==> src/rtl/sprd_pkg.sv <==
// sprd_pkg: types, constants and the run-code decode function of the subtitle
// pixel-run decoder. Used by sprd_ctrl, sprd_dpath and the top level.
`default_nettype none

package sprd_pkg;

  // data type codes of a pixel-data sub-block
  localparam logic [7:0] TYPE_STR2  = 8'h10;
  localparam logic [7:0] TYPE_STR4  = 8'h11;
  localparam logic [7:0] TYPE_STR8  = 8'h12;
  localparam logic [7:0] TYPE_MAP24 = 8'h20;
  localparam logic [7:0] TYPE_MAP28 = 8'h21;
  localparam logic [7:0] TYPE_MAP48 = 8'h22;
  localparam logic [7:0] TYPE_EOL   = 8'hF0;

  localparam logic [4:0] MAP24_BYTES = 5'd2;
  localparam logic [4:0] MAP28_BYTES = 5'd4;
  localparam logic [4:0] MAP48_BYTES = 5'd16;

  localparam int unsigned BUF_W   = 31;
  localparam int unsigned WIN_W   = 24;
  localparam logic [4:0]  CNT_CAP = 5'd23;
  localparam logic [2:0]  MAX_TOK = 3'd4;

  typedef enum logic [2:0] {
    MODE_TYPE,
    MODE_STR2,
    MODE_STR4,
    MODE_STR8,
    MODE_TABLE
  } mode_e;

  typedef enum logic [2:0] {
    KIND_RUN = 3'd0,
    KIND_EOS = 3'd1,
    KIND_MAP = 3'd2,
    KIND_EOL = 3'd3,
    KIND_RSV = 3'd4
  } kind_e;

  typedef enum logic {
    ST_IDLE,
    ST_DECODE
  } state_e;

  typedef struct packed {
    logic       ok;
    logic       fin;
    logic [4:0] len;
    logic [7:0] code;
    logic [8:0] run;
  } tok_t;

  typedef struct packed {
    logic accept;
    logic take;
    logic push;
    logic push_last;
  } cmd_t;

  typedef struct packed {
    logic out_free;
    logic to_string;
    logic tok_ok;
    logic hold_vld;
    logic hold_fin;
    logic hold_full;
  } stat_t;

  // decode one variable-length code from the top of the window; n is the
  // number of valid bits, ok stays low when the code is not complete yet
  function automatic tok_t decode_tok(input mode_e mode, input logic [WIN_W-1:0] w,
                                      input logic [4:0] n);
    tok_t t;
    t = '0;
    case (mode)
      MODE_STR2: begin
        if (n >= 5'd2) begin
          if (w[23:22] != 2'd0) begin
            t.ok = 1'b1; t.len = 5'd2; t.code = {6'd0, w[23:22]}; t.run = 9'd1;
          end else if (n >= 5'd3) begin
            if (w[21]) begin
              if (n >= 5'd8) begin
                t.ok = 1'b1; t.len = 5'd8; t.code = {6'd0, w[17:16]};
                t.run = {6'd0, w[20:18]} + 9'd3;
              end
            end else if (n >= 5'd4) begin
              if (w[20]) begin
                t.ok = 1'b1; t.len = 5'd4; t.run = 9'd1;
              end else if (n >= 5'd6) begin
                case (w[19:18])
                  2'd0: begin
                    t.ok = 1'b1; t.fin = 1'b1; t.len = 5'd6;
                  end
                  2'd1: begin
                    t.ok = 1'b1; t.len = 5'd6; t.run = 9'd2;
                  end
                  2'd2: begin
                    if (n >= 5'd12) begin
                      t.ok = 1'b1; t.len = 5'd12; t.code = {6'd0, w[13:12]};
                      t.run = {5'd0, w[17:14]} + 9'd12;
                    end
                  end
                  default: begin
                    if (n >= 5'd16) begin
                      t.ok = 1'b1; t.len = 5'd16; t.code = {6'd0, w[9:8]};
                      t.run = {1'b0, w[17:10]} + 9'd29;
                    end
                  end
                endcase
              end
            end
          end
        end
      end
      MODE_STR4: begin
        if (n >= 5'd4) begin
          if (w[23:20] != 4'd0) begin
            t.ok = 1'b1; t.len = 5'd4; t.code = {4'd0, w[23:20]}; t.run = 9'd1;
          end else if (n >= 5'd5) begin
            if (!w[19]) begin
              if (n >= 5'd8) begin
                t.ok = 1'b1; t.len = 5'd8;
                if (w[18:16] == 3'd0) t.fin = 1'b1;
                else t.run = {6'd0, w[18:16]} + 9'd2;
              end
            end else if (n >= 5'd6) begin
              if (!w[18]) begin
                if (n >= 5'd12) begin
                  t.ok = 1'b1; t.len = 5'd12; t.code = {4'd0, w[15:12]};
                  t.run = {7'd0, w[17:16]} + 9'd4;
                end
              end else if (n >= 5'd8) begin
                case (w[17:16])
                  2'd0: begin
                    t.ok = 1'b1; t.len = 5'd8; t.run = 9'd1;
                  end
                  2'd1: begin
                    t.ok = 1'b1; t.len = 5'd8; t.run = 9'd2;
                  end
                  2'd2: begin
                    if (n >= 5'd16) begin
                      t.ok = 1'b1; t.len = 5'd16; t.code = {4'd0, w[11:8]};
                      t.run = {5'd0, w[15:12]} + 9'd9;
                    end
                  end
                  default: begin
                    if (n >= 5'd20) begin
                      t.ok = 1'b1; t.len = 5'd20; t.code = {4'd0, w[7:4]};
                      t.run = {1'b0, w[15:8]} + 9'd25;
                    end
                  end
                endcase
              end
            end
          end
        end
      end
      MODE_STR8: begin
        if (n >= 5'd8) begin
          if (w[23:16] != 8'd0) begin
            t.ok = 1'b1; t.len = 5'd8; t.code = w[23:16]; t.run = 9'd1;
          end else if (n >= 5'd16) begin
            if (!w[15]) begin
              t.ok = 1'b1; t.len = 5'd16;
              if (w[14:8] == 7'd0) t.fin = 1'b1;
              else t.run = {2'd0, w[14:8]};
            end else if (n >= 5'd24) begin
              t.ok = 1'b1; t.len = 5'd24; t.code = w[7:0]; t.run = {2'd0, w[14:8]};
            end
          end
        end
      end
      default: t = '0;
    endcase
    return t;
  endfunction

endpackage

`default_nettype wire

==> src/rtl/sprd_ctrl.sv <==
// sprd_ctrl: state machine of the subtitle pixel-run decoder. Sequences the
// byte handshake and the token decode loop. Depends on sprd_pkg.
`default_nettype none

module sprd_ctrl
  import sprd_pkg::*;
(
  input  wire        clk_i,
  input  wire        rst_ni,
  input  wire        in_valid_i,
  output logic       in_ready_o,
  input  wire stat_t stat_i,
  output cmd_t       cmd_o
);

  state_e state_q, state_d;

  always_ff @(posedge clk_i or negedge rst_ni) begin
    if (!rst_ni) begin
      state_q <= ST_IDLE;
    end else begin
      state_q <= state_d;
    end
  end

  always_comb begin
    state_d    = state_q;
    cmd_o      = '0;
    in_ready_o = 1'b0;
    case (state_q)
      ST_IDLE: begin
        in_ready_o = stat_i.out_free;
        if (in_valid_i && stat_i.out_free) begin
          cmd_o.accept = 1'b1;
          if (stat_i.to_string) state_d = ST_DECODE;
        end
      end
      ST_DECODE: begin
        if (!stat_i.hold_vld) begin
          // first token of the byte, or nothing complete yet
          if (stat_i.tok_ok) cmd_o.take = 1'b1;
          else state_d = ST_IDLE;
        end else if (stat_i.out_free) begin
          cmd_o.push      = 1'b1;
          cmd_o.push_last = stat_i.hold_fin || stat_i.hold_full || !stat_i.tok_ok;
          if (cmd_o.push_last) state_d = ST_IDLE;
          else cmd_o.take = 1'b1;
        end
      end
      default: state_d = ST_IDLE;
    endcase
  end

  a_push_free: assert property (@(posedge clk_i) disable iff (!rst_ni)
    cmd_o.push |-> stat_i.out_free)
    else $error("token pushed into a full output register");

  a_idle_no_hold: assert property (@(posedge clk_i) disable iff (!rst_ni)
    (state_q == ST_IDLE) |-> !stat_i.hold_vld)
    else $error("held token left behind when returning to idle");

endmodule

`default_nettype wire

==> src/rtl/sprd_dpath.sv <==
// sprd_dpath: datapath of the subtitle pixel-run decoder: bit buffer, parse
// mode, map table counters, held token and output register. Depends on sprd_pkg.
`default_nettype none

module sprd_dpath
  import sprd_pkg::*;
(
  input  wire         clk_i,
  input  wire         rst_ni,
  input  wire  [7:0]  data_byte_i,
  input  wire         field_start_i,
  input  wire         out_ready_i,
  input  wire cmd_t   cmd_i,
  output stat_t       stat_o,
  output logic        out_valid_o,
  output logic [2:0]  token_kind_o,
  output logic [7:0]  pixel_code_o,
  output logic [8:0]  run_length_o,
  output logic [3:0]  table_index_o,
  output logic        last_o
);

  mode_e             mode_q, mode_d;
  logic [BUF_W-1:0]  buf_q, buf_d;
  logic [4:0]        cnt_q, cnt_d;
  logic [4:0]        tleft_q, tleft_d;
  logic [3:0]        tpos_q, tpos_d;
  logic [2:0]        ntok_q, ntok_d;
  logic              hold_vld_q, hold_vld_d;
  logic              hold_fin_q, hold_fin_d;
  logic [7:0]        hold_code_q, hold_code_d;
  logic [8:0]        hold_run_q, hold_run_d;
  logic              out_vld_q, out_vld_d;
  kind_e             out_kind_q, out_kind_d;
  logic [7:0]        out_code_q, out_code_d;
  logic [8:0]        out_run_q, out_run_d;
  logic [3:0]        out_idx_q, out_idx_d;
  logic              out_last_q, out_last_d;

  mode_e             eff_mode;
  logic [BUF_W-1:0]  aligned;
  logic [WIN_W-1:0]  win;
  tok_t              tok;
  logic              emit;
  kind_e             emit_kind;
  logic [4:0]        left_dec;
  logic [4:0]        cnt_base;
  logic              out_free;

  // oldest valid bit moves to the top of the window
  assign aligned  = buf_q << (5'd31 - cnt_q);
  assign win      = aligned[BUF_W-1 -: WIN_W];
  assign tok      = decode_tok(mode_q, win, cnt_q);
  assign eff_mode = field_start_i ? MODE_TYPE : mode_q;
  assign out_free = !out_vld_q || out_ready_i;
  assign left_dec = (tleft_q != 5'd0) ? tleft_q - 5'd1 : 5'd0;
  assign cnt_base = (cnt_q > CNT_CAP) ? CNT_CAP : cnt_q;

  always_comb begin
    stat_o.out_free  = out_free;
    stat_o.to_string = !field_start_i &&
                       (mode_q inside {MODE_STR2, MODE_STR4, MODE_STR8});
    stat_o.tok_ok    = tok.ok;
    stat_o.hold_vld  = hold_vld_q;
    stat_o.hold_fin  = hold_fin_q;
    stat_o.hold_full = (ntok_q == MAX_TOK);
  end

  always_comb begin
    mode_d      = mode_q;
    buf_d       = buf_q;
    cnt_d       = cnt_q;
    tleft_d     = tleft_q;
    tpos_d      = tpos_q;
    ntok_d      = ntok_q;
    hold_vld_d  = hold_vld_q;
    hold_fin_d  = hold_fin_q;
    hold_code_d = hold_code_q;
    hold_run_d  = hold_run_q;
    emit        = 1'b0;
    emit_kind   = KIND_RSV;

    if (cmd_i.accept) begin
      hold_vld_d = 1'b0;
      ntok_d     = 3'd0;
      case (eff_mode)
        MODE_TYPE: begin
          buf_d = '0;
          cnt_d = 5'd0;
          if (data_byte_i == TYPE_STR2) begin
            mode_d = MODE_STR2;
          end else if (data_byte_i == TYPE_STR4) begin
            mode_d = MODE_STR4;
          end else if (data_byte_i == TYPE_STR8) begin
            mode_d = MODE_STR8;
          end else if (data_byte_i inside {TYPE_MAP24, TYPE_MAP28, TYPE_MAP48}) begin
            mode_d  = MODE_TABLE;
            tpos_d  = 4'd0;
            tleft_d = (data_byte_i == TYPE_MAP24) ? MAP24_BYTES :
                      (data_byte_i == TYPE_MAP28) ? MAP28_BYTES : MAP48_BYTES;
          end else begin
            mode_d    = MODE_TYPE;
            emit      = 1'b1;
            emit_kind = (data_byte_i == TYPE_EOL) ? KIND_EOL : KIND_RSV;
          end
        end
        MODE_TABLE: begin
          emit      = 1'b1;
          emit_kind = KIND_MAP;
          tpos_d    = tpos_q + 4'd1;
          tleft_d   = left_dec;
          if (left_dec == 5'd0) begin
            mode_d = MODE_TYPE;
            tpos_d = 4'd0;
          end
        end
        default: begin
          buf_d = {buf_q[BUF_W-9:0], data_byte_i};
          cnt_d = cnt_base + 5'd8;
        end
      endcase
    end

    if (cmd_i.take) begin
      hold_vld_d  = 1'b1;
      hold_fin_d  = tok.fin;
      hold_code_d = tok.code;
      hold_run_d  = tok.run;
      cnt_d       = cnt_q - tok.len;
      ntok_d      = ntok_q + 3'd1;
    end else if (cmd_i.push) begin
      hold_vld_d = 1'b0;
    end

    // end of string: stuffing bits are dropped, next byte is a data type
    if (cmd_i.push && cmd_i.push_last && hold_fin_q) begin
      mode_d = MODE_TYPE;
      buf_d  = '0;
      cnt_d  = 5'd0;
    end
  end

  always_comb begin
    out_kind_d = out_kind_q;
    out_code_d = out_code_q;
    out_run_d  = out_run_q;
    out_idx_d  = out_idx_q;
    out_last_d = out_last_q;
    if (emit) begin
      out_kind_d = emit_kind;
      out_code_d = (emit_kind == KIND_MAP) ? data_byte_i : 8'd0;
      out_run_d  = 9'd0;
      out_idx_d  = (emit_kind == KIND_MAP) ? tpos_q : 4'd0;
      out_last_d = 1'b1;
    end else if (cmd_i.push) begin
      out_kind_d = hold_fin_q ? KIND_EOS : KIND_RUN;
      out_code_d = hold_code_q;
      out_run_d  = hold_run_q;
      out_idx_d  = 4'd0;
      out_last_d = cmd_i.push_last;
    end
    if (emit || cmd_i.push) out_vld_d = 1'b1;
    else if (out_ready_i) out_vld_d = 1'b0;
    else out_vld_d = out_vld_q;
  end

  always_ff @(posedge clk_i or negedge rst_ni) begin
    if (!rst_ni) begin
      mode_q     <= MODE_TYPE;
      cnt_q      <= 5'd0;
      tleft_q    <= 5'd0;
      tpos_q     <= 4'd0;
      ntok_q     <= 3'd0;
      hold_vld_q <= 1'b0;
      out_vld_q  <= 1'b0;
    end else begin
      mode_q     <= mode_d;
      cnt_q      <= cnt_d;
      tleft_q    <= tleft_d;
      tpos_q     <= tpos_d;
      ntok_q     <= ntok_d;
      hold_vld_q <= hold_vld_d;
      out_vld_q  <= out_vld_d;
    end
  end

  always_ff @(posedge clk_i) begin
    buf_q       <= buf_d;
    hold_fin_q  <= hold_fin_d;
    hold_code_q <= hold_code_d;
    hold_run_q  <= hold_run_d;
    out_kind_q  <= out_kind_d;
    out_code_q  <= out_code_d;
    out_run_q   <= out_run_d;
    out_idx_q   <= out_idx_d;
    out_last_q  <= out_last_d;
  end

  assign out_valid_o   = out_vld_q;
  assign token_kind_o  = out_kind_q;
  assign pixel_code_o  = out_code_q;
  assign run_length_o  = out_run_q;
  assign table_index_o = out_idx_q;
  assign last_o        = out_last_q;

  a_hold_in_string: assert property (@(posedge clk_i) disable iff (!rst_ni)
    hold_vld_q |-> (mode_q == MODE_STR2 || mode_q == MODE_STR4 || mode_q == MODE_STR8))
    else $error("held token outside a code string");

  a_tok_count: assert property (@(posedge clk_i) disable iff (!rst_ni)
    ntok_q <= MAX_TOK)
    else $error("more than four tokens decoded from one byte");

endmodule

`default_nettype wire

==> src/rtl/subtitle_pixel_run_decoder_top.sv <==
// subtitle_pixel_run_decoder_top: top level, joins sprd_ctrl and sprd_dpath.
// Depends on sprd_pkg.
//
//   channel  | direction | handshake                | payload
//   ---------+-----------+--------------------------+--------------------------------------
//   in       | input     | in_valid_i / in_ready_o  | data_byte_i, field_start_i
//   out      | output    | out_valid_o / out_ready_i| token_kind_o, pixel_code_o,
//            |           |                          | run_length_o, table_index_o, last_o
//
// a map table byte, or a data type byte that opens no string or table, puts its token
// in the output register; a code string byte first loads the bit buffer, then its tokens
// go one at a time through the single run-code decoder, and a last step closes the byte
// the next byte is taken only once the output register is free or being drained
// a stalled output holds the decode loop; reset leaves the parser expecting a data type
`default_nettype none

module subtitle_pixel_run_decoder_top
  import sprd_pkg::*;
(
  input  wire        clk_i,
  input  wire        rst_ni,
  input  wire        in_valid_i,
  output logic       in_ready_o,
  input  wire  [7:0] data_byte_i,
  input  wire        field_start_i,
  output logic       out_valid_o,
  input  wire        out_ready_i,
  output logic [2:0] token_kind_o,
  output logic [7:0] pixel_code_o,
  output logic [8:0] run_length_o,
  output logic [3:0] table_index_o,
  output logic       last_o
);

  cmd_t  cmd;
  stat_t stat;

  sprd_ctrl u_ctrl (
    .clk_i      (clk_i),
    .rst_ni     (rst_ni),
    .in_valid_i (in_valid_i),
    .in_ready_o (in_ready_o),
    .stat_i     (stat),
    .cmd_o      (cmd)
  );

  sprd_dpath u_dpath (
    .clk_i         (clk_i),
    .rst_ni        (rst_ni),
    .data_byte_i   (data_byte_i),
    .field_start_i (field_start_i),
    .out_ready_i   (out_ready_i),
    .cmd_i         (cmd),
    .stat_o        (stat),
    .out_valid_o   (out_valid_o),
    .token_kind_o  (token_kind_o),
    .pixel_code_o  (pixel_code_o),
    .run_length_o  (run_length_o),
    .table_index_o (table_index_o),
    .last_o        (last_o)
  );

endmodule

`default_nettype wire
==> config.mk <==
export PLATFORM = sky130hd
export DESIGN_NAME = subtitle_pixel_run_decoder_top
export DESIGN_NICKNAME = d
export VERILOG_FILES = /design/src/rtl/sprd_pkg.sv /design/src/rtl/sprd_ctrl.sv /design/src/rtl/sprd_dpath.sv /design/src/rtl/subtitle_pixel_run_decoder_top.sv
export SDC_FILE = /design/constraint.sdc
export NUM_CORES = 1
export LEC_CHECK = 0
export ABC_AREA = 1
export BUFFER_PORTS_ARGS = -buffer_cell sky130_fd_sc_hd__buf_2
export CORE_ASPECT_RATIO = 0.9
export CORE_MARGIN = 5
export CORE_UTILIZATION = 63
export DETAILED_ROUTE_END_ITERATION = 10
export HOLD_SLACK_MARGIN = 0.03
export PLACE_DENSITY = 0.82
export SLEW_MARGIN = 0
export SYNTH_ARGS = -nofsm -noshare
export SYNTH_HDL_FRONTEND = slang
export SYNTH_HIERARCHICAL = 1
export SYNTH_SLANG_ARGS = --single-unit
==> constraint.sdc <==
create_clock -name clk_i -period 6.1 [get_ports clk_i]
set_clock_uncertainty 0.2 [all_clocks]
set_input_delay 0 -clock clk_i [delete_from_list [all_inputs] [get_ports clk_i]]
set_output_delay 0 -clock clk_i [all_outputs]
set_load 0.01 [all_outputs]
After elaboration in Yosys (flattened, before gate mapping):

Cells that the tools add are included.

* add/sub/neg operators: 13
* $lt $le $gt $ge: 11
* equality and inequality tests: 23
* shifts and indexed selects: 1
* multiplexer cells: 159
* bitwise operators: 2
* reduce and logical (&&, ||, !) cells: 38

Operators with widths (number)
* 2-to-1 mux 22 bit: 29
* 2-to-1 mux 24 bit: 8
* one-hot mux 24 bit (3 select lines): 1
* 2-to-1 mux 5 bit: 14
* 2-to-1 mux 21 bit: 3
* one-hot mux 31 bit (2 select lines): 1
* 2-to-1 mux 3 bit: 20
* one-hot mux 9 bit (3 select lines): 2
* 2-to-1 mux 8 bit: 6
* 2-to-1 mux 1 bit: 46
* 2-to-1 mux 9 bit: 5
* one-hot mux 5 bit (2 select lines): 4
* 2-to-1 mux 4 bit: 8
* one-hot mux 8 bit (2 select lines): 2
* left shift 31 x 5 -> 31 bit: 1
* equality test 8 x 5 -> 1 bit, second input constant: 3
* equality test 8 x 6 -> 1 bit, second input constant: 3
* adder 8 x 5 -> 9 bit, second input constant: 2
* greater-or-equal comparator 5 x 3 -> 1 bit, second input constant: 3
* greater-or-equal comparator 5 bit, second input constant: 3
* nonzero test 3 bit: 5
* 2-to-1 mux 7 bit: 2
* one-hot mux 3 bit (2 select lines): 2
* nonzero test 2 bit: 6
* 41 further kinds: 68

* flip-flop bits (word level): 97
* input bits: 13
* output and inout port bits: 27
* word-level logic and storage cells: 264

Logic depth before layout (Yosys ltp):

Gate-level depths: netlist of the first run.

* word-level depth: 32
* depth in mapped cells: 36

By module:

Netlist of the first run, hierarchy kept.

Modules (own cells, without submodules)
* sprd_dpath: times used 1, cells an instance 1160, area an instance 7574.8 um^2
* sprd_ctrl: times used 1, cells an instance 20, area an instance 102.6 um^2

Least setup slack after synthesis of the first run:

OpenSTA, ideal clock, no wires.

* kind: reg2reg
* start: register u_dpath.cnt_q[2]
* end: register u_dpath.cnt_q[0]
* library setup time: 0.128 ns
* arrival: 4.804 ns
* slack: 0.968 ns
* cell stages (with the launch flop): 33
* path buffers: 6
* clock period less this slack: 5.132 ns
* path through: dfrtp_1 -> buf_4 -> inv_2 -> buf_4 -> buf_6 -> buf_6 -> nand3_1 -> nand2_1 -> nand2_1 -> nand2_1 -> nor2_2 -> inv_1 -> buf_2 -> ha_1 -> inv_1 -> nand2_1 -> nand3_1 -> nor3_1 -> o21ai_0 -> nand2_1 -> o211ai_1 -> buf_4 -> o21ai_1 -> a21oi_1 -> inv_1 -> nand2_1 -> nor2_1 -> inv_1 -> o31ai_1 -> inv_1 -> nand2_1 -> nand2_1 -> o21ai_0

RTL lines
* start, declared: line sprd_dpath.sv:25 `logic [4:0] cnt_q, cnt_d;`
* start signal, assigned: line sprd_dpath.sv:178 `cnt_q <= cnt_d;`

==> results of run 1 <==
## metal layers
| layer | track usage | vias to the layer above | routed length, um |
|---|---|---|---|
| li1 | - | 3950 | - |
| met2 | 0.526 | 520 | 10800 |
| met3 | 0.0676 | 53 | 2810 |
| met5 | 0 | - | 0 |
| met4 | 0.0979 | 0 | 556 |
| met1 | 0.485 | 3789 | 10400 |
## worst max path at each step
stage | start | end | slack (ns) | cells after the start
3_5_place_dp | u_dpath/cnt_q[4] | u_dpath/mode_q[2] | 0.91 | 24
4_1_cts | u_dpath/cnt_q[4] | u_dpath/mode_q[2] | 0.88 | 24
6_report | u_dpath/cnt_q[4] | u_dpath/mode_q[2] | 0.75 | 24
5_1_grt | u_dpath/cnt_q[4] | u_dpath/cnt_q[0] | 0.35 | 30
3_3_place_gp | u_dpath/cnt_q[4] | u_dpath/cnt_q[0] | 1.13 | 30
2_1_floorplan | u_dpath/cnt_q[2] | u_dpath/cnt_q[0] | 0.97 | 32
## worst min-delay path, stage by stage
cell and delay [ns]:
buf_2 0.09, nand2_1 0.07, nor2_2 0.04, buf_4 0.22
nand2_1 0.10, nand2_1 0.06
## flip-flops by register name, indices dropped and copies added (netlist names), 3 cells and up
signal / flops
u_dpath/buf_q: 31
u_dpath/cnt_q: 5
u_dpath/hold_code_q: 8
u_dpath/hold_run_q: 9
u_dpath/mode_q: 3
u_dpath/ntok_q: 3
u_dpath/pixel_code_o: 8
u_dpath/run_length_o: 9
u_dpath/table_index_o: 4
u_dpath/tleft_q: 5
u_dpath/token_kind_o: 3
u_dpath/tpos_q: 4
## through the flow
stage	hold slack (ns)	area, um2	util	worst slack [ns]
6_report	0.0761	8310	0.693	0.750
2_1_floorplan	-0.496	7680	-	0.968
4_1_cts	0.0601	8310	0.693	0.878
5_1_grt	0.0923	8310	0.693	0.347
3_3_place_gp	-0.174	7830	0.654	1.13
3_5_place_dp	-0.176	7830	0.654	0.910
## cell usage after synthesis, types with 2 or more instances
| master | count |
|---|---|
| and2_1 | 3 |
| buf_4 | 12 |
| dfxtp_1 | 41 |
| inv_2 | 15 |
| nand3_2 | 6 |
| nand4_1 | 11 |
| o31ai_1 | 4 |
| buf_6 | 9 |
| ha_1 | 27 |
| edfxtp_1 | 33 |
| inv_1 | 122 |
| o211ai_1 | 12 |
| a21boi_0 | 3 |
| a22o_1 | 2 |
| nand2_4 | 3 |
| dfrtp_1 | 23 |
| o21ai_1 | 12 |
| nand2_1 | 325 |
| o22ai_1 | 20 |
| nand3_1 | 182 |
| xnor2_1 | 2 |
| o41ai_1 | 2 |
| a31oi_1 | 4 |
| nor2_1 | 93 |
| nor3_1 | 8 |
| a21oi_1 | 63 |
| a32o_1 | 3 |
| clkbuf_1 | 19 |
| o21ai_0 | 72 |
| nand2_2 | 6 |
| buf_2 | 15 |
| xor2_1 | 7 |
| nor2_2 | 5 |
## layout make-up
cell class	count	area share
multi-input cells	888	0.533
flip-flops and latches	97	0.287
inverters	140	0.0642
repair buffers	69	0.0572
clock buffers	9	0.0271
well taps	160	0.0241
clock inverters	7	0.00723
## logic make-up after synthesis
group                      Yosys count  share of synthesized area
DFF                                 97                      0.311
buffers and inverters              195                      0.113
adders and majority gates           28                     0.0466
xor gates and xnor gates             9                     0.0103
AOI/OAI and AO/OA                  204                      0.151
and+or+nand+nor                    647                      0.368
## power by group through the flow
stage / combinational (W) / clock [W] / sequential [W]
after floorplan: 0.000168 / 0 / 0.000725
after global placement: 0.000224 / 0 / 0.000721
after detailed placement: 0.000225 / 0 / 0.000722
after CTS: 0.000233 / 0.000552 / 0.000708
after global routing: 0.000267 / 0.000582 / 0.000712
final: 0.000242 / 0.000545 / 0.000709
==> run summary, run 1 <==
Outcome = completed
YS warnings = 6
CTS Hold Bufs = 18
Leading area contributor after synthesis = nand2_1
Clock Power Share = 0.364
Clock root buffer = clkbuf_16
Asr flop ratio synth = 0.237
Sw power = 0.000447 W
Most used cell, CP = nand2_1
CP Max Fanout = 34
Pwr/cell area = 180 mW/mm2
Max Clock Freq = 187 MHz
Initial core utilization = 0.641
Worst r2r path cells = 24
Wire per inst = 17.9 um
Die area = 0.0145 mm2
GR Overflow Total = 0
First-pass GRT wire length = 39,400 um
Clock transition at the registers of the reported paths = 0.07 ns
Die Y = 115 um
Max-cap violations = 0
Layout Area Growth over Synthesis = 8.20%
Antenna violations before repair = 0
H-tree levels = 3
Vias per cell = 6.07
Fin. max-slew vios = 0
Register area share after synthesis = 0.311
Post-route DRC = 0
Worst Path Required = 6.11 ns
Cell family with most CP delay = simple AND/OR/NAND/NOR gates
GPL Wtd Cong = 1.07
Synth top area cells = nand2_1, edfxtp_1, nand3_1
Gr usage total = 0.339
Vias in the first global route = 7,525
RSZ-0062 raised after global routing = false
IO buf count = 39
Hold EP = u_ctrl/state_q
Cell variety after synth = 49
Inst Count DP = 1,336
Switching part of the total = 0.299
FF+latch count, synth = 97
Power, Total = 0.00150 W
CTS Buf Count = 9
Max VDD drop = 135 uV
Nets = 1,246
Post_cts resized = 0
Core Rows = 38
Final non-filler cell total = 1,370
R2R Setup Slk = 0.75 ns
Hold Path Origin = in_valid_i
IO Pins = 40
Top cell type's share of synthesized area = 0.159
Internal = 0.00105 W
Crit path buffers/inverters = 6
# Post-CTS Setup Buffers = 0
EDFF count, synth = 33
Worst-margin pin slew = 1.02 ns
Hold Path Depth = 6
Min Tclk post-route = 5.35 ns
Layout cells sized above 1 = 0.0917
Largest net degree at the start of global routing = 39
Critical Path End Type = flip-flop
Worst skew pair latency = 0.35 ns
Multi-input logic area = 0.00443 mm2
Diode count = 0
Via count = 8,312
Mapped Cells = 1,180
Flop pwr share = 0.474
Ys flop type = dfxtp_1
Mean post-synth cell area = 6.51 um2
CTS tree = yes
Pre-antenna DRT Iters = 7
Final setup fails = 0
Worst path cell trace = buf_4, inv_1, nor2_1, nand2_1, nand2_1, nor2_2, buf_4, inv_1, ha_1, inv_1, nand2_1, nand3_1, nor3_1, o21ai_0, nand2_1, o211ai_1, nand2_1, nand2_1, nor2_1, nand2_1, nor2_2, buf_4, a21oi_1, o41ai_1
CP arrival = 5.36 ns
Most frequent cells in the layout = nand2_1, nand3_1, inv_1
CP Launch Type = flip-flop
Hold Vio Cnt, Final = 0
Reg-to-reg endpoint = u_dpath/mode_q[2]
Worst path slowest cell = nor2_1
CORE AREA = 0.0120 mm2
Hold Path Class = in -> reg
Sink Count = 97
DIE WIDTH = 126 um
Reg2reg start = u_dpath/cnt_q[4]
Syn nets = 1,221
Drt total wl = 24,500 um
Detail Placement HPWL = 18,100 um
Comb power frac = 0.162
Fillers = 1,040
Initial DRC Count = 1,440
Leak = 3.74 nW
Remaining antenna violation count = 0
Crit path kind = reg -> reg
Final TNS setup = 0 ns
Slew Limit Headroom = 0.316
Post-Syn Area = 0.00768 mm2
Clk buf depth = 2
Most common cell after layout, fill and taps aside = nand2_1
Slowest cell delay on critical path = 0.73 ns
Crit share post-route = 0.877
Seq. cell area = 0.00239 mm2
No activity file was read; power rests on OpenSTA's default activity.
==> inputs of run 2 (changes only) <==
--- a/config.mk
+++ b/config.mk
@@ -9,10 +9,10 @@
 export BUFFER_PORTS_ARGS = -buffer_cell sky130_fd_sc_hd__buf_2
 export CORE_ASPECT_RATIO = 0.9
 export CORE_MARGIN = 5
-export CORE_UTILIZATION = 63
+export CORE_UTILIZATION = 57
 export DETAILED_ROUTE_END_ITERATION = 10
 export HOLD_SLACK_MARGIN = 0.03
-export PLACE_DENSITY = 0.82
+export PLACE_DENSITY = 0.78
 export SLEW_MARGIN = 0
 export SYNTH_ARGS = -nofsm -noshare
 export SYNTH_HDL_FRONTEND = slang
==> constraint.sdc (replaced) <==
create_clock -name clk_i -period 4.7 [get_ports clk_i]
set_clock_uncertainty 0.2 [all_clocks]
set_input_delay 0 -clock clk_i [delete_from_list [all_inputs] [get_ports clk_i]]
set_output_delay 0 -clock clk_i [all_outputs]
set_load 0.01 [all_outputs]
==> run summary, run 2 (synthesis results as in run 1) <==
Outcome = completed
Inst Count DP = 1,370 (+2.5%)
Max-cap violations = 0 (unchanged)
Power, Total = 0.00203 W (+36%)
CTS Buf Count = 9 (unchanged)
Max Clock Freq = 233 MHz (+25%)
Most common cell after layout, fill and taps aside = nand2_1
Crit path buffers/inverters = 3 (-3)
Die Y = 120 um (+4.7%)
Via count = 8,327 (+0.18%)
Detail Placement HPWL = 18,800 um (+3.9%)
Comb power frac = 0.162 (about the same)
Worst skew pair latency = 0.36 ns (about the same)
Leak = 3.90 nW (+4.2%)
H-tree levels = 3 (unchanged)
Crit path kind = reg -> reg
Antenna violations before repair = 0 (unchanged)
Gr usage total = 0.315 (-0.0246)
Clock transition at the registers of the reported paths = 0.08 ns (about the same)
CP Max Fanout = 34 (unchanged)
Vias per cell = 5.93 (-2.3%)
Layout cells sized above 1 = 0.119 (+0.0271)
CTS tree = yes
Clock Power Share = 0.386 (+0.022)
Most used cell, CP = nand2_1
Internal = 0.00143 W (+36%)
CP Launch Type = flip-flop
RSZ-0062 raised after global routing = false
Sw power = 0.000604 W (+35%)
CORE AREA = 0.0133 mm2 (+11%)
IO Pins = 40 (unchanged)
Die area = 0.0159 mm2 (+9.6%)
Final setup fails = 0 (unchanged)
Largest register by flop count = u_dpath/buf_q
Hold Vio Cnt, Final = 0 (unchanged)
Switching part of the total = 0.297 (-0.00158)
Flop pwr share = 0.453 (-0.021)
Nets = 1,273 (+2.2%)
Layout Utilization = 0.646 (-0.0475)
Min Tclk post-route = 4.29 ns (-1.06 ns)
Sink Count = 97 (unchanged)
Max reg flops = 31 (unchanged)
First-pass GRT wire length = 40,600 um (+2.9%)
Clock root buffer = clkbuf_16
Largest net degree at the start of global routing = 35 (-10%)
Final TNS setup = 0 ns (unchanged)
Slew Limit Headroom = 0.275 (-0.0415)
Max VDD drop = 176 uV (+30%)
Critical Path End Type = flip-flop
Slowest cell delay on critical path = 0.48 ns (-0.25 ns)
Most frequent cells in the layout = nand2_1, nand3_1, inv_1
Drt total wl = 25,100 um (+2.4%)
Diode count = 0 (unchanged)
Fin. max-slew vios = 0 (unchanged)
Pre-antenna DRT Iters = 5 (-2)
Post-route DRC = 0 (unchanged)
Worst path slowest cell = dfrtp_2
Layout Area Growth over Synthesis = 11.6%
GR Overflow Total = 0 (unchanged)
Core Rows = 40 (+5.3%)
Initial DRC Count = 1,186 (-18%)
Vias in the first global route = 7,680 (+2.1%)
Pwr/cell area = 237 mW/mm2 (+32%)
Initial core utilization = 0.579 (-0.0619)
IO buf count = 39 (unchanged)
GPL Wtd Cong = 1.04 (-2.5%)
Final non-filler cell total = 1,405 (+2.6%)
Hold Path Class = in -> reg
Worst-margin pin slew = 1.08 ns (+0.0624 ns)
Worst path cell trace = buf_4, nand2_1, nand3_1, nand2_1, nand2_1, o21ai_1, or2_1, nand3_2, inv_2, ha_2, nor2_2, nand3_1, a21oi_1, o21ai_1, a21oi_2, o211ai_1, nand2_1, nand2_1, nor2_1, nand2_1, nor2_2, buf_4, a21oi_1, o41ai_1
Remaining antenna violation count = 0 (unchanged)
Worst Path Required = 4.74 ns (-1.37 ns)
Cell family with most CP delay = simple AND/OR/NAND/NOR gates
Clk buf depth = 2 (unchanged)
Crit share post-route = 0.912 (+0.0348)
CP arrival = 4.33 ns (-1.03 ns)
Wire per inst = 17.9 um (-0.18%)
DIE WIDTH = 132 um (+4.7%)
-- run 2: changes by cell type in the layout (fill, tap and decap cells not counted), sizes merged --
| cell | delta |
|---|---|
| buf | +29 |
| clkinvlp | -2 |
| dlygate4sd3 | -2 |
| bufinv | +1 |
| clkinv | +1 |
-- run 2: tightest hold or removal path, delay by kind of cell --
kind	cells	cell delay, ns
buffers and inverters	2	0.31
and+or+nand+nor	4	0.26
-- run 2: power by group through the flow --
stage	Clock, W	Sequential [W]	Combinational, W
after floorplan	0	0.000942	0.000218
after global placement	0	0.000936	0.000304
after detailed placement	0	0.000937	0.000307
after CTS	0.000796	0.000918	0.000316
after global routing	0.000834	0.000923	0.000362
final	0.000784	0.000920	0.000329
-- run 2: cell type report --
class                      count  area (um2)
clock buffer                   9         225
sequential                    97        2390
tap                          168         210
clock inverter                 7        95.1
multi-input combinational    888        4440
fill                        1221        4700
timing repair buffer          96         668
inverter                     140         536
-- run 2: final timing paths --
| kind | start | end | slack [ns] | cells past startpoint |
|---|---|---|---|---|
| worst min register to register | u_dpath/run_length_o[2] | u_dpath/run_length_o[2] | 0.26 | 2 |
| worst max register to register | u_dpath/cnt_q[0] | u_dpath/mode_q[2] | 0.41 | 24 |
| worst min-delay path | in_valid_i | u_ctrl/state_q | 0.05 | 6 |
| min in group asynchronous | rst_ni | u_dpath/tpos_q[0] | 0.71 | 3 |
| max in group asynchronous | rst_ni | u_dpath/cnt_q[0] | 2.85 | 3 |
| worst max-delay path | u_dpath/cnt_q[0] | u_dpath/mode_q[2] | 0.41 | 24 |
-- run 2: metal layers --
metal / wire length (um) / track usage
met5: 0 / 0
met2: 10900 / 0.483
met1: 11100 / 0.455
met3: 2480 / 0.0578
met4: 592 / 0.0878
-- run 2: repair_timing --
item / 4_1_cts / 5_1_grt
resized for setup: 0 / 13
setup buffers: 0 / 4
endpoints found under the hold margin: 63 / 0
setup endpoints to repair: 0 / 11
hold buffers: 15 / 0
-- run 2: metrics by stage --
step                      setup WS, ns  cell area [um2]  hold slack (ns)
after floorplan                 0.0869             7680           -0.496
after global placement           0.288             8040           -0.187
after detailed placement         0.161             8040           -0.183
after CTS                        0.110             8510           0.0395
after global routing           0.00978             8560           0.0847
final                            0.414             8560           0.0513
==> inputs of run 3 (changes only) <==
==> constraint.sdc (replaced) <==
create_clock -name clk_i -period 3.43 [get_ports clk_i]
set_clock_uncertainty 0.2 [all_clocks]
set_input_delay 0 -clock clk_i [delete_from_list [all_inputs] [get_ports clk_i]]
set_output_delay 0 -clock clk_i [all_outputs]
set_load 0.01 [all_outputs]
==> run summary, run 3 (synthesis results as in run 1) <==
Hold Vio Cnt, Final = 0 (unchanged)
GPL Wtd Cong = 1.03 (-1.3%)
Worst path slowest cell = dfrtp_2
Cell family with most CP delay = simple AND/OR/NAND/NOR gates
GR Overflow Total = 0 (unchanged)
Switching part of the total = 0.328 (+0.0307)
CTS Buf Count = 9 (unchanged)
Gr usage total = 0.398 (+0.0826)
Pwr/cell area = 259 mW/mm2 (+9.2%)
Dpl ws = -0.739 ns (-0.900 ns)
Comb power frac = 0.232 (+0.070)
Final non-filler cell total = 1,634 (+16%)
Crit path kind = reg -> reg
Remaining antenna violation count = 0 (unchanged)
Post-route DRC = 0 (unchanged)
Largest register by flop count = u_dpath/buf_q
Fin. max-slew vios = 0 (unchanged)
Max reg flops = 31 (unchanged)
Max Clock Freq = 230 MHz (-1.6%)
Clock root buffer = clkbuf_16
Violated checks = setup timing
Die Y = 120 um (unchanged)
Most common cell after layout, fill and taps aside = nand2_1
Drt total wl = 37,600 um (+50%)
CP arrival = 4.43 ns (+0.10 ns)
Layout Area Growth over Synthesis = 51.3%
CP Launch Type = flip-flop
Wire per inst = 23.0 um (+29%)
Most frequent cells in the layout = nand2_1, buf_4, nand3_1
RSZ-0062 raised after global routing = true
Hold Path Class = reg -> reg
Initial core utilization = 0.579 (unchanged)
Worst-margin pin slew = 0.695 ns (-0.390 ns)
Core Rows = 40 (unchanged)
Min Tclk post-route = 4.36 ns (+0.0699 ns)
First-pass GRT wire length = 50,900 um (+26%)
CORE AREA = 0.0133 mm2 (unchanged)
Sw power = 0.000987 W (+63%)
Worst Path Required = 3.51 ns (-1.23 ns)
Antenna violations before repair = 1 (+1)
Crit path buffers/inverters = 8 (+5)
CTS tree = yes
Inst Count DP = 1,517 (+11%)
Vias per cell = 6.71 (+13%)
Critical Path End Type = flip-flop
Clock Power Share = 0.348 (-0.038)
Power, Total = 0.00301 W (+48%)
Pre-antenna DRT Iters = 8 (+3)
CP Max Fanout = 5 (-85%)
Max VDD drop = 290 uV (+65%)
Die area = 0.0159 mm2 (unchanged)
Worst skew pair latency = 0.36 ns (about the same)
Vias in the first global route = 9,313 (+21%)
Nets = 1,501 (+18%)
Outcome = finished, violations left
Clock transition at the registers of the reported paths = 0.08 ns (about the same)
DIE WIDTH = 132 um (unchanged)
H-tree levels = 3 (unchanged)
Slowest cell delay on critical path = 0.49 ns (about the same)
Leak = 5.31 nW (+36%)
Max-cap violations = 0 (unchanged)
Layout Utilization = 0.876 (+0.230)
Crit share post-route = 1.27 (+0.358)
Final setup fails = 69 (+69)
Largest net degree at the start of global routing = 31 (-11%)
Initial DRC Count = 2,015 (+70%)
Via count = 11.0k (+32%)
Internal = 0.00202 W (+42%)
Detail Placement HPWL = 20,900 um (+11%)
IO Pins = 40 (unchanged)
IO buf count = 39 (unchanged)
Layout cells sized above 1 = 0.386 (+0.267)
Hold WS = 0.271 ns (+0.220 ns)
Flop pwr share = 0.421 (-0.032)
Slew Limit Headroom = 0.532 (+0.258)
Clk buf depth = 2 (unchanged)
Setup ws final = -0.925 ns (-1.34 ns)
Sink Count = 97 (unchanged)
[run 3: tightest hold or removal path: cells and delay by family (launching register included)]
family | cells | cell delay [ns]
and+or+nand+nor | 1 | 0.06
DFF | 1 | 0.32
AOI/OAI and AO/OA | 1 | 0.05
[run 3: timing repair]
| item | CTS | global route |
|---|---|---|
| pin swaps | 50 | 68 |
| endpoints found under the setup margin | 63 | 78 |
| setup buffers | 57 | 37 |
| resized for setup | 152 | 153 |
| endpoints found under the hold margin | 51 | 0 |
| hold buffers | 19 | 0 |
| cloned | 8 | 0 |
[run 3: layout make-up]
cell class	instances	area (um2)
multi-input combinational	888	5430
timing repair buffer	323	2730
sequential	97	2390
fill	639	1640
inverter	140	551
clock buffer	9	225
tap	168	210
clock inverter	7	73.8
timing repair inverter	1	7.51
antenna	1	2.50
[run 3: routing by layer]
metal | share of wire | track usage
met5 | 0 | 0
met4 | 0.078 | 0.137
met3 | 0.15 | 0.0960
met2 | 0.42 | 0.623
met1 | 0.35 | 0.538
[run 3: final timing paths]
| path | to | slack [ns] | depth (start not counted) | from |
|---|---|---|---|---|
| worst max-delay path | u_dpath/cnt_q[2] | -0.93 | 29 | u_dpath/cnt_q[0] |
| worst min-delay path | u_dpath/run_length_o[5] | 0.27 | 2 | u_dpath/run_length_o[5] |
| worst max register to register | u_dpath/cnt_q[2] | -0.93 | 29 | u_dpath/cnt_q[0] |
| worst min register to register | u_dpath/run_length_o[5] | 0.27 | 2 | u_dpath/run_length_o[5] |
| max in group asynchronous | u_dpath/cnt_q[0] | 2.38 | 4 | rst_ni |
| min in group asynchronous | u_dpath/tpos_q[2] | 0.47 | 4 | rst_ni |
[run 3: metrics by stage]
step	TNS, ns	area [um2]
after floorplan	-7.02	7830
after global placement	-22.49	9290
after detailed placement	-28.55	9290
after CTS	-22.07	11000
after global routing	-49.66	11600
final	-43.86	11600
[run 3: power groups by stage]
stage | clock network, W | registers [W] | logic [W]
final | 0.00105 | 0.00127 | 0.000697
after global routing | 0.00110 | 0.00127 | 0.000731
after CTS | 0.00100 | 0.00126 | 0.000607
after detailed placement | 0 | 0.00128 | 0.000523
after global placement | 0 | 0.00128 | 0.000517
after floorplan | 0 | 0.00129 | 0.000308
